--- src/hdl/gpio_pkg.sv ---
// GPIO port package: pin count, register and opcode codes, word types.
// No dependencies; used by every module in hdl/.
package gpio_pkg;

	localparam int PIN_COUNT = 32;

	localparam logic [31:0] PIN_MASK = 32'((64'd1 << PIN_COUNT) - 64'd1);

	// Two-bit mode fields that exist for real pins, per ICR word
	function automatic logic [31:0] icr_mask_f(input int upper);
		logic [31:0] m;
		m = '0;
		for (int p = 0; p < 16; p++) begin
			if (p + 16 * upper < PIN_COUNT) begin
				m[2*p +: 2] = 2'b11;
			end
		end
		return m;
	endfunction

	localparam logic [31:0] ICR_LO_MASK = icr_mask_f(0);
	localparam logic [31:0] ICR_HI_MASK = icr_mask_f(1);

	localparam logic [31:0] IRQ_LO_PINS = 32'h0000_ffff;
	localparam logic [31:0] IRQ_HI_PINS = 32'hffff_0000;

	typedef enum logic [1:0] {
		OP_READ  = 2'd0,
		OP_WRITE = 2'd1,
		OP_TICK  = 2'd2,
		OP_NONE  = 2'd3
	} op_t;

	typedef enum logic [2:0] {
		REG_DATA    = 3'd0,
		REG_DIR     = 3'd1,
		REG_PSR     = 3'd2,
		REG_ICR1    = 3'd3,
		REG_ICR2    = 3'd4,
		REG_MASK    = 3'd5,
		REG_STATUS  = 3'd6,
		REG_EDGESEL = 3'd7
	} reg_idx_t;

	typedef enum logic [1:0] {
		MODE_LOW  = 2'd0,
		MODE_HIGH = 2'd1,
		MODE_RISE = 2'd2,
		MODE_FALL = 2'd3
	} icr_mode_t;

	typedef struct packed {
		op_t         op;
		reg_idx_t    idx;
		logic [31:0] write_data;
		logic [31:0] pad_in;
	} cmd_t;

	typedef struct packed {
		logic [31:0] read_data;
		logic [31:0] pad_out;
		logic [31:0] pad_dir;
		logic        irq_low;
		logic        irq_upper;
	} res_t;

endpackage

--- src/hdl/gpio_if.sv ---
// Valid/ready channel interfaces for the GPIO port: access words in, result words out.
// Depends on nothing but the wires they carry.
interface gpio_in_if;
	logic        valid;
	logic        ready;
	logic [1:0]  opcode;
	logic [2:0]  reg_index;
	logic [31:0] write_data;
	logic [31:0] pad_in;

	modport source (output valid, opcode, reg_index, write_data, pad_in, input ready);
	modport sink (input valid, opcode, reg_index, write_data, pad_in, output ready);
endinterface

interface gpio_out_if;
	logic        valid;
	logic        ready;
	logic [31:0] read_data;
	logic [31:0] pad_out;
	logic [31:0] pad_dir;
	logic        irq_low;
	logic        irq_upper;

	modport source (output valid, read_data, pad_out, pad_dir, irq_low, irq_upper, input ready);
	modport sink (input valid, read_data, pad_out, pad_dir, irq_low, irq_upper, output ready);
endinterface

--- src/hdl/gpio_detect.sv ---
// Per-pin interrupt condition detector: level, edge and any-edge.
// Depends on gpio_pkg.
module gpio_detect
	import gpio_pkg::*;
(
	input  logic [31:0] pads,
	input  logic [31:0] last_pads,
	input  logic [31:0] icr_lo,
	input  logic [31:0] icr_hi,
	input  logic [31:0] edge_any,
	output logic [31:0] hit
);

	for (genvar p = 0; p < 32; p++) begin : g_pin
		if (p < PIN_COUNT) begin : g_real
			icr_mode_t mode;
			logic      now_b;
			logic      prev_b;
			logic      hit_b;

			assign now_b  = pads[p];
			assign prev_b = last_pads[p];

			if (p < 16) begin : g_lo
				assign mode = icr_mode_t'(icr_lo[2*p +: 2]);
			end else begin : g_hi
				assign mode = icr_mode_t'(icr_hi[2*(p-16) +: 2]);
			end

			always_comb begin
				if (edge_any[p]) begin
					hit_b = now_b ^ prev_b;
				end else begin
					case (mode)
						MODE_LOW:  hit_b = ~now_b;
						MODE_HIGH: hit_b = now_b;
						MODE_RISE: hit_b = ~prev_b & now_b;
						MODE_FALL: hit_b = prev_b & ~now_b;
						default:   hit_b = 1'b0;
					endcase
				end
			end

			assign hit[p] = hit_b;
		end else begin : g_absent
			assign hit[p] = 1'b0;
		end
	end

endmodule

--- src/hdl/gpio_regs.sv ---
// GPIO register file: eight words, sticky status and pad history.
// Depends on gpio_pkg and gpio_detect.
module gpio_regs
	import gpio_pkg::*;
(
	input  logic clk,
	input  logic arst_n,
	input  logic step,
	input  cmd_t cmd,
	output res_t res
);

	logic [31:0] data_q, dir_q, icr_lo_q, icr_hi_q, mask_q, status_q, edge_any_q, last_pads_q;
	logic [31:0] data_d, dir_d, icr_lo_d, icr_hi_d, mask_d, status_d, edge_any_d, last_pads_d;
	logic [31:0] hit;
	logic [31:0] rd;
	logic [31:0] act;

	gpio_detect u_detect (
		.pads      (cmd.pad_in),
		.last_pads (last_pads_q),
		.icr_lo    (icr_lo_q),
		.icr_hi    (icr_hi_q),
		.edge_any  (edge_any_q),
		.hit       (hit)
	);

	always_comb begin
		data_d      = data_q;
		dir_d       = dir_q;
		icr_lo_d    = icr_lo_q;
		icr_hi_d    = icr_hi_q;
		mask_d      = mask_q;
		status_d    = status_q;
		edge_any_d  = edge_any_q;
		last_pads_d = last_pads_q;
		rd          = '0;
		case (cmd.op)
			OP_READ: begin
				case (cmd.idx)
					REG_DATA:    rd = data_q;
					REG_DIR:     rd = dir_q;
					REG_PSR:     rd = last_pads_q;
					REG_ICR1:    rd = icr_lo_q;
					REG_ICR2:    rd = icr_hi_q;
					REG_MASK:    rd = mask_q;
					REG_STATUS:  rd = status_q;
					REG_EDGESEL: rd = edge_any_q;
					default:     rd = '0;
				endcase
			end
			OP_WRITE: begin
				case (cmd.idx)
					REG_DATA:    data_d     = cmd.write_data & PIN_MASK;
					REG_DIR:     dir_d      = cmd.write_data & PIN_MASK;
					REG_ICR1:    icr_lo_d   = cmd.write_data & ICR_LO_MASK;
					REG_ICR2:    icr_hi_d   = cmd.write_data & ICR_HI_MASK;
					REG_MASK:    mask_d     = cmd.write_data & PIN_MASK;
					REG_STATUS:  status_d   = status_q & ~cmd.write_data;
					REG_EDGESEL: edge_any_d = cmd.write_data & PIN_MASK;
					default:     ;  // pad status is read only
				endcase
			end
			OP_TICK: begin
				status_d    = status_q | hit;
				last_pads_d = cmd.pad_in & PIN_MASK;
			end
			default: ;
		endcase
	end

	assign act          = status_d & mask_d;
	assign res.read_data = rd;
	assign res.pad_out   = data_d;
	assign res.pad_dir   = dir_d;
	assign res.irq_low   = |(act & IRQ_LO_PINS);
	assign res.irq_upper = |(act & IRQ_HI_PINS);

	always_ff @(posedge clk or negedge arst_n) begin
		if (!arst_n) begin
			data_q      <= '0;
			dir_q       <= '0;
			icr_lo_q    <= '0;
			icr_hi_q    <= '0;
			mask_q      <= '0;
			status_q    <= '0;
			edge_any_q  <= '0;
			last_pads_q <= '0;
		end else if (step) begin
			data_q      <= data_d;
			dir_q       <= dir_d;
			icr_lo_q    <= icr_lo_d;
			icr_hi_q    <= icr_hi_d;
			mask_q      <= mask_d;
			status_q    <= status_d;
			edge_any_q  <= edge_any_d;
			last_pads_q <= last_pads_d;
		end
	end

	a_status_clear: assert property (@(posedge clk) disable iff (!arst_n)
		step && cmd.op == OP_WRITE && cmd.idx == REG_STATUS
		|=> (status_q & $past(cmd.write_data)) == '0)
		else $error("status bits written with one were not cleared");

	a_tick_sticky: assert property (@(posedge clk) disable iff (!arst_n)
		step && cmd.op == OP_TICK
		|=> (status_q & $past(status_q)) == $past(status_q))
		else $error("tick lost a sticky status bit");

	a_tick_history: assert property (@(posedge clk) disable iff (!arst_n)
		step && cmd.op == OP_TICK |=> last_pads_q == ($past(cmd.pad_in) & PIN_MASK))
		else $error("pad history not taken on tick");

endmodule

--- src/hdl/gpio_port_with_interrupts.sv ---
// GPIO port with interrupts, top level: input register, register file, result register.
// Depends on gpio_pkg, gpio_if (gpio_in_if, gpio_out_if) and gpio_regs.
// A word accepted into the input register passes through the register file into the result register.
// Throughput: one word per cycle while the result register drains; the register file updates on
// the edge that moves a word from the input register to the result register, so words follow back to back.
// Reset: arst_n clears all eight registers, the pad history and both valid flags.
module gpio_port_with_interrupts
	import gpio_pkg::*;
(
	input  logic       clk,
	input  logic       arst_n,
	gpio_in_if.sink    in_ch,
	gpio_out_if.source out_ch
);

	// Stage 1: captured access word
	logic valid_s1;
	cmd_t cmd_s1;

	// Result register
	logic out_valid_q;
	res_t res_q;

	res_t res_next;
	logic advance;

	// Stage 1 moves on whenever the result register is empty or being drained.
	assign advance     = valid_s1 && (!out_valid_q || out_ch.ready);
	assign in_ch.ready = !valid_s1 || advance;

	always_ff @(posedge clk or negedge arst_n) begin
		if (!arst_n) begin
			valid_s1 <= 1'b0;
		end else if (in_ch.ready) begin
			valid_s1 <= in_ch.valid;
		end
	end

	always_ff @(posedge clk) begin
		if (in_ch.ready && in_ch.valid) begin
			cmd_s1.op         <= op_t'(in_ch.opcode);
			cmd_s1.idx        <= reg_idx_t'(in_ch.reg_index);
			cmd_s1.write_data <= in_ch.write_data;
			cmd_s1.pad_in     <= in_ch.pad_in;
		end
	end

	// Register file: state commits on the same edge that loads the result.
	gpio_regs u_regs (
		.clk    (clk),
		.arst_n (arst_n),
		.step   (advance),
		.cmd    (cmd_s1),
		.res    (res_next)
	);

	always_ff @(posedge clk or negedge arst_n) begin
		if (!arst_n) begin
			out_valid_q <= 1'b0;
		end else if (advance) begin
			out_valid_q <= 1'b1;
		end else if (out_ch.ready) begin
			out_valid_q <= 1'b0;
		end
	end

	always_ff @(posedge clk) begin
		if (advance) begin
			res_q <= res_next;
		end
	end

	assign out_ch.valid     = out_valid_q;
	assign out_ch.read_data = res_q.read_data;
	assign out_ch.pad_out   = res_q.pad_out;
	assign out_ch.pad_dir   = res_q.pad_dir;
	assign out_ch.irq_low   = res_q.irq_low;
	assign out_ch.irq_upper = res_q.irq_upper;

	// An empty result register never blocks the input side.
	a_ready_when_empty: assert property (@(posedge clk) disable iff (!arst_n)
		!out_valid_q |-> in_ch.ready)
		else $error("input stalled with empty result register");

	// A stalled result with a waiting stage 1 must hold the input.
	a_full_stall: assert property (@(posedge clk) disable iff (!arst_n)
		out_valid_q && !out_ch.ready && valid_s1 |-> !in_ch.ready)
		else $error("input accepted while pipeline is full");

	// Pins above the pin count never drive.
	a_absent_pins: assert property (@(posedge clk) disable iff (!arst_n)
		out_valid_q |-> ((res_q.pad_out | res_q.pad_dir) & ~PIN_MASK) == '0)
		else $error("absent pin bit set in result");

endmodule

--- src/flat_wrapper.sv ---
// flat-port wrapper written by rule: the top's interface ports become plain ports
module gpio_port_with_interrupts_flat import gpio_pkg::*;
  (clk, arst_n, in_ch_valid, in_ch_opcode, in_ch_reg_index, in_ch_write_data, in_ch_pad_in, in_ch_ready, out_ch_valid, out_ch_read_data, out_ch_pad_out, out_ch_pad_dir, out_ch_irq_low, out_ch_irq_upper, out_ch_ready);
  gpio_in_if in_ch_i ();
  gpio_out_if out_ch_i ();
  input  logic clk;
  input  logic arst_n;
  input wire logic [$bits(in_ch_i.valid)-1:0] in_ch_valid;
  input wire logic [$bits(in_ch_i.opcode)-1:0] in_ch_opcode;
  input wire logic [$bits(in_ch_i.reg_index)-1:0] in_ch_reg_index;
  input wire logic [$bits(in_ch_i.write_data)-1:0] in_ch_write_data;
  input wire logic [$bits(in_ch_i.pad_in)-1:0] in_ch_pad_in;
  output wire logic [$bits(in_ch_i.ready)-1:0] in_ch_ready;
  output wire logic [$bits(out_ch_i.valid)-1:0] out_ch_valid;
  output wire logic [$bits(out_ch_i.read_data)-1:0] out_ch_read_data;
  output wire logic [$bits(out_ch_i.pad_out)-1:0] out_ch_pad_out;
  output wire logic [$bits(out_ch_i.pad_dir)-1:0] out_ch_pad_dir;
  output wire logic [$bits(out_ch_i.irq_low)-1:0] out_ch_irq_low;
  output wire logic [$bits(out_ch_i.irq_upper)-1:0] out_ch_irq_upper;
  input wire logic [$bits(out_ch_i.ready)-1:0] out_ch_ready;
  assign in_ch_i.valid = in_ch_valid;
  assign in_ch_i.opcode = in_ch_opcode;
  assign in_ch_i.reg_index = in_ch_reg_index;
  assign in_ch_i.write_data = in_ch_write_data;
  assign in_ch_i.pad_in = in_ch_pad_in;
  assign in_ch_ready = in_ch_i.ready;
  assign out_ch_valid = out_ch_i.valid;
  assign out_ch_read_data = out_ch_i.read_data;
  assign out_ch_pad_out = out_ch_i.pad_out;
  assign out_ch_pad_dir = out_ch_i.pad_dir;
  assign out_ch_irq_low = out_ch_i.irq_low;
  assign out_ch_irq_upper = out_ch_i.irq_upper;
  assign out_ch_i.ready = out_ch_ready;
  gpio_port_with_interrupts u_core (.clk(clk), .arst_n(arst_n), .in_ch(in_ch_i), .out_ch(out_ch_i));
endmodule
--- config.mk ---
export PLATFORM = sky130hd
export DESIGN_NAME = gpio_port_with_interrupts_flat
export DESIGN_NICKNAME = d
export VERILOG_FILES = /design/src/hdl/gpio_pkg.sv /design/src/hdl/gpio_if.sv /design/src/hdl/gpio_detect.sv /design/src/hdl/gpio_regs.sv /design/src/hdl/gpio_port_with_interrupts.sv /design/src/flat_wrapper.sv
export SDC_FILE = /design/constraint.sdc
export NUM_CORES = 1
export LEC_CHECK = 0
export ABC_AREA = 0
export BUFFER_PORTS_ARGS = -buffer_cell sky130_fd_sc_hd__buf_2
export CAP_MARGIN = 10
export CORE_AREA = 4 4 192 194
export DETAILED_ROUTE_END_ITERATION = 16
export DIE_AREA = 0 0 196 198
export PLACE_DENSITY = 0.76
export SETUP_SLACK_MARGIN = 0.4
export SLEW_MARGIN = 20
export SYNTH_ARGS = -nofsm -noshare
export SYNTH_HDL_FRONTEND = slang
export SYNTH_SLANG_ARGS = --single-unit
--- constraint.sdc ---
create_clock -name clk -period 4.8 [get_ports clk]
set_input_delay 1.44 -clock clk [delete_from_list [all_inputs] [get_ports clk]]
set_output_delay 1.44 -clock clk [all_outputs]
set_load 0.03 [all_outputs]
==> reports/metrics.csv <==
stage,metric,value,unit
timing,max_freq,296.7,MHz
finish,nets,2087,
synth,yosys_warnings,0,
critical_path,critPathMaxFanout,24,
routing,drtIter0Drc,1786,
finish,seqCellArea,11470,µm²
power,switching_share,32.65,%
floorplan,chipHeight,198,µm
synth,syn_avg_cell_area,11.58,µm²
power,p_leak,10.72,nW
finish,n_fill_cell,2623,
timing,finalCriticalPeriod,3370,ps
synth,ys_types,57,
cts,tritoncts,built,
floorplan,initial_core_util,59.14,%
power,power_frac_comb,22.0,%
synth,syn-num-nets,1939,
critical_path,cp.required,5100,ps
placed_design,dpl.hpwl,39.79,mm
cts,clock-root-buffer,clkbuf_16,
timing,drv_slew,0,
finish,design_area,23550,µm²
synth,postSynthCellCount,1799,
cts,clk_latency,570,ps
power,pwr-share-seq,48.3,%
routing,drt_pass1_iterations,6,
grt,grt_start_max_net_pins,169,
cts,cts_htree_levels,2,
floorplan,io_pins,173,
floorplan,die_area,38810,µm²
finish,diodes,0,
timing,fin_tns_setup,0,ps
routing,wl,59.54,mm
routing,wl_per_cell,24.38,µm
timing,hold_violations,0,
worst_hold_path,min_path_type,reg2reg,
outcome,status,"complete, no violations",
placed_design,io_buffer_count,172,
finish,layoutNonFillerInstCount,2442,
grt,antenna_found_initial,1,
critical_path,end_kind,flop,
grt,grt_util_all_layers,30.16,%
synth,synthArstFlopShare,60.71,%
cts,clock-sinks,425,
floorplan,core,35220,µm²
cts,post_cts_buffers,0,
power,p_sw,3.598,mW
grt,grt_first_pass_wirelength,90.05,mm
grt,grt_pass1_vias,15070,
routing,drcViolationCount,0,
power,power_density,467.9,nW/µm²
finish,drive_gt1_share,25.59,%
placed_design,gp_congestion,0.9093,
critical_path,critPathKind,reg2reg,
finish,largest_register_ff_count,69,
floorplan,die_w,196,µm
synth,synth_area,20830,µm²
routing,antenna_left,0,
synth,synth_edf_count,167,
cts,path_clk_slew,60,ps
timing,tightest_slew,1093,ps
routing,vias,15410,
flow_run,cap_violations,0,
timing,final.period_utilization,70.22,%
timing,slew_headroom,27.00,%
cts,cts_buffer_depth,3,
finish,regMostFlops,u_core.cmd_s1,
cts,cts_hold_buf,0,
power,p_clk_share,29.7,%
placed_design,placed_cells,2362,
placed_design,place_area,22180,µm²
synth,synth_ff_type,dfrtp_1,
timing,fin_skew,19.14,ps
critical_path,arrival,3680,ps
cts,cts_buffers,44,
synth,ys_ff_latch,425,
finish,layout_common_cells,"nand2_1 (270), dfrtp_1 (258), mux2_2 (204)",
synth,ys_seq_area_share,55.07,%
finish,multi_input_area,8686,µm²
finish,final_common_cell,nand2_1,
grt,gr-total-overflow,0,
power,ir_drop,0.0003751,V
floorplan,std_cell_rows,69,
critical_path,r2r_slack,1430,ps
timing,grt_setup_unrepaired,no,
power,intPower,7.422,mW
routing,vias_per_cell,6.312,
critical_path,cp-start-kind,flop,
timing,setup_viol_count_final,0,
finish,areaGrowthSynthToFinish,13.05,%
cts,ctsResizeCount,0,
## cell usage after synthesis (all sizes together), types with 2 or more instances
library cell	number	area share [%]
nor3	2	0.048
a21bo	2	0.096
a21boi	4	0.14
a221o	9	0.43
mux2	205	11
clkbuf	71	1.3
xnor2	2	0.084
a21oi	74	1.8
o221ai	2	0.084
a221oi	8	0.34
nor4	3	0.090
a22o	9	0.38
inv	74	1.3
a211oi	14	0.50
xor2	28	1.2
buf	33	0.74
or4	2	0.072
and3	3	0.090
nand2	272	4.9
nor2b	18	0.54
mux2i	92	4.4
o21ai	161	3.9
o221a	4	0.22
ha	67	4.0
o22ai	24	0.72
dfrtp	258	31
a22oi	17	0.61
nand4	3	0.090
a32oi	16	0.67
mux4	14	1.5
nand2b	9	0.27
nor2	68	1.2
edfxtp	167	24
a31oi	24	0.79
a2111oi	2	0.084
nor3b	4	0.20
and2	4	0.12
nand3	19	0.48
## metrics by stage
step                      hold slack [ps]  worst slack, ps  power, mW  utilization, %
after global routing                525.0             1353      11.51           66.86
after detailed placement            484.4             1081      7.721           62.98
final                               496.3             1430      11.02           66.86
after floorplan                     456.9            925.9      6.828               -
after CTS                           498.0             1436      10.98           66.86
after global placement              470.2             1152      7.581           62.98
## final timing paths
path | start | endpoint | depth (start not counted)
max in group asynchronous | arst_n | u_core.u_regs.mask_q[7] | 2
min reg2reg | u_core.u_regs.data_q[12] | u_core.u_regs.data_q[12] | 2
max | u_core.cmd_s1[67] | u_core.out_ch.irq_upper | 9
min | u_core.u_regs.data_q[12] | u_core.u_regs.data_q[12] | 2
max reg2reg | u_core.cmd_s1[67] | u_core.out_ch.irq_upper | 9
min in group asynchronous | arst_n | u_core.out_ch.valid | 1
## area by class of cell
type / instances / share of cell area, %
repair buffers: 206 / 4.941
multi-input cells: 1195 / 36.88
flip-flops and latches: 425 / 48.71
well taps: 461 / 2.449
inverters: 75 / 1.217
clock inverters: 20 / 0.5313
clock buffers: 60 / 5.270
## critical path, cell delays in order (launching register included)
cell and delay, ps:
edfxtp_1 350, inv_1 70, ha_1 350, nor4bb_4 310, buf_4 400, a31oi_1 170, a32oi_1 370, o22ai_1 170
or4_1 500, or4_1 410
## cells by family (layout without fill, tap and decap cells)
logic type      Yosys count  in the layout  share of synthesized area (%)
xor+xnor                 30             30                          1.261
mux                     311            311                          17.02
flops                   425            425                          55.07
simple gates            412            412                          8.337
buf+inv                 179            361                          3.370
fa+ha+maj                67             67                          4.024
compound gates          375            375                          10.93
## layer usage
| layer | share of wire [%] | up-vias | GRT usage (%) |
|---|---|---|---|
| li1 | - | 6771 | - |
| met1 | 41 | 7563 | 43.72 |
| met2 | 44 | 922 | 44.69 |
| met3 | 12 | 156 | 8.542 |
| met4 | 3.3 | 2 | 9.542 |
| met5 | 0.0084 | - | 0 |
## power by group through the flow
stage | clock network, mW | logic [mW] | registers, mW
after floorplan | 0 | 1.48 | 5.34
after global placement | 0 | 2.29 | 5.29
after detailed placement | 0 | 2.38 | 5.34
after CTS | 3.29 | 2.40 | 5.28
after global routing | 3.47 | 2.66 | 5.38
final | 3.28 | 2.43 | 5.32
Note: power is estimated with default switching activity, not from simulation.
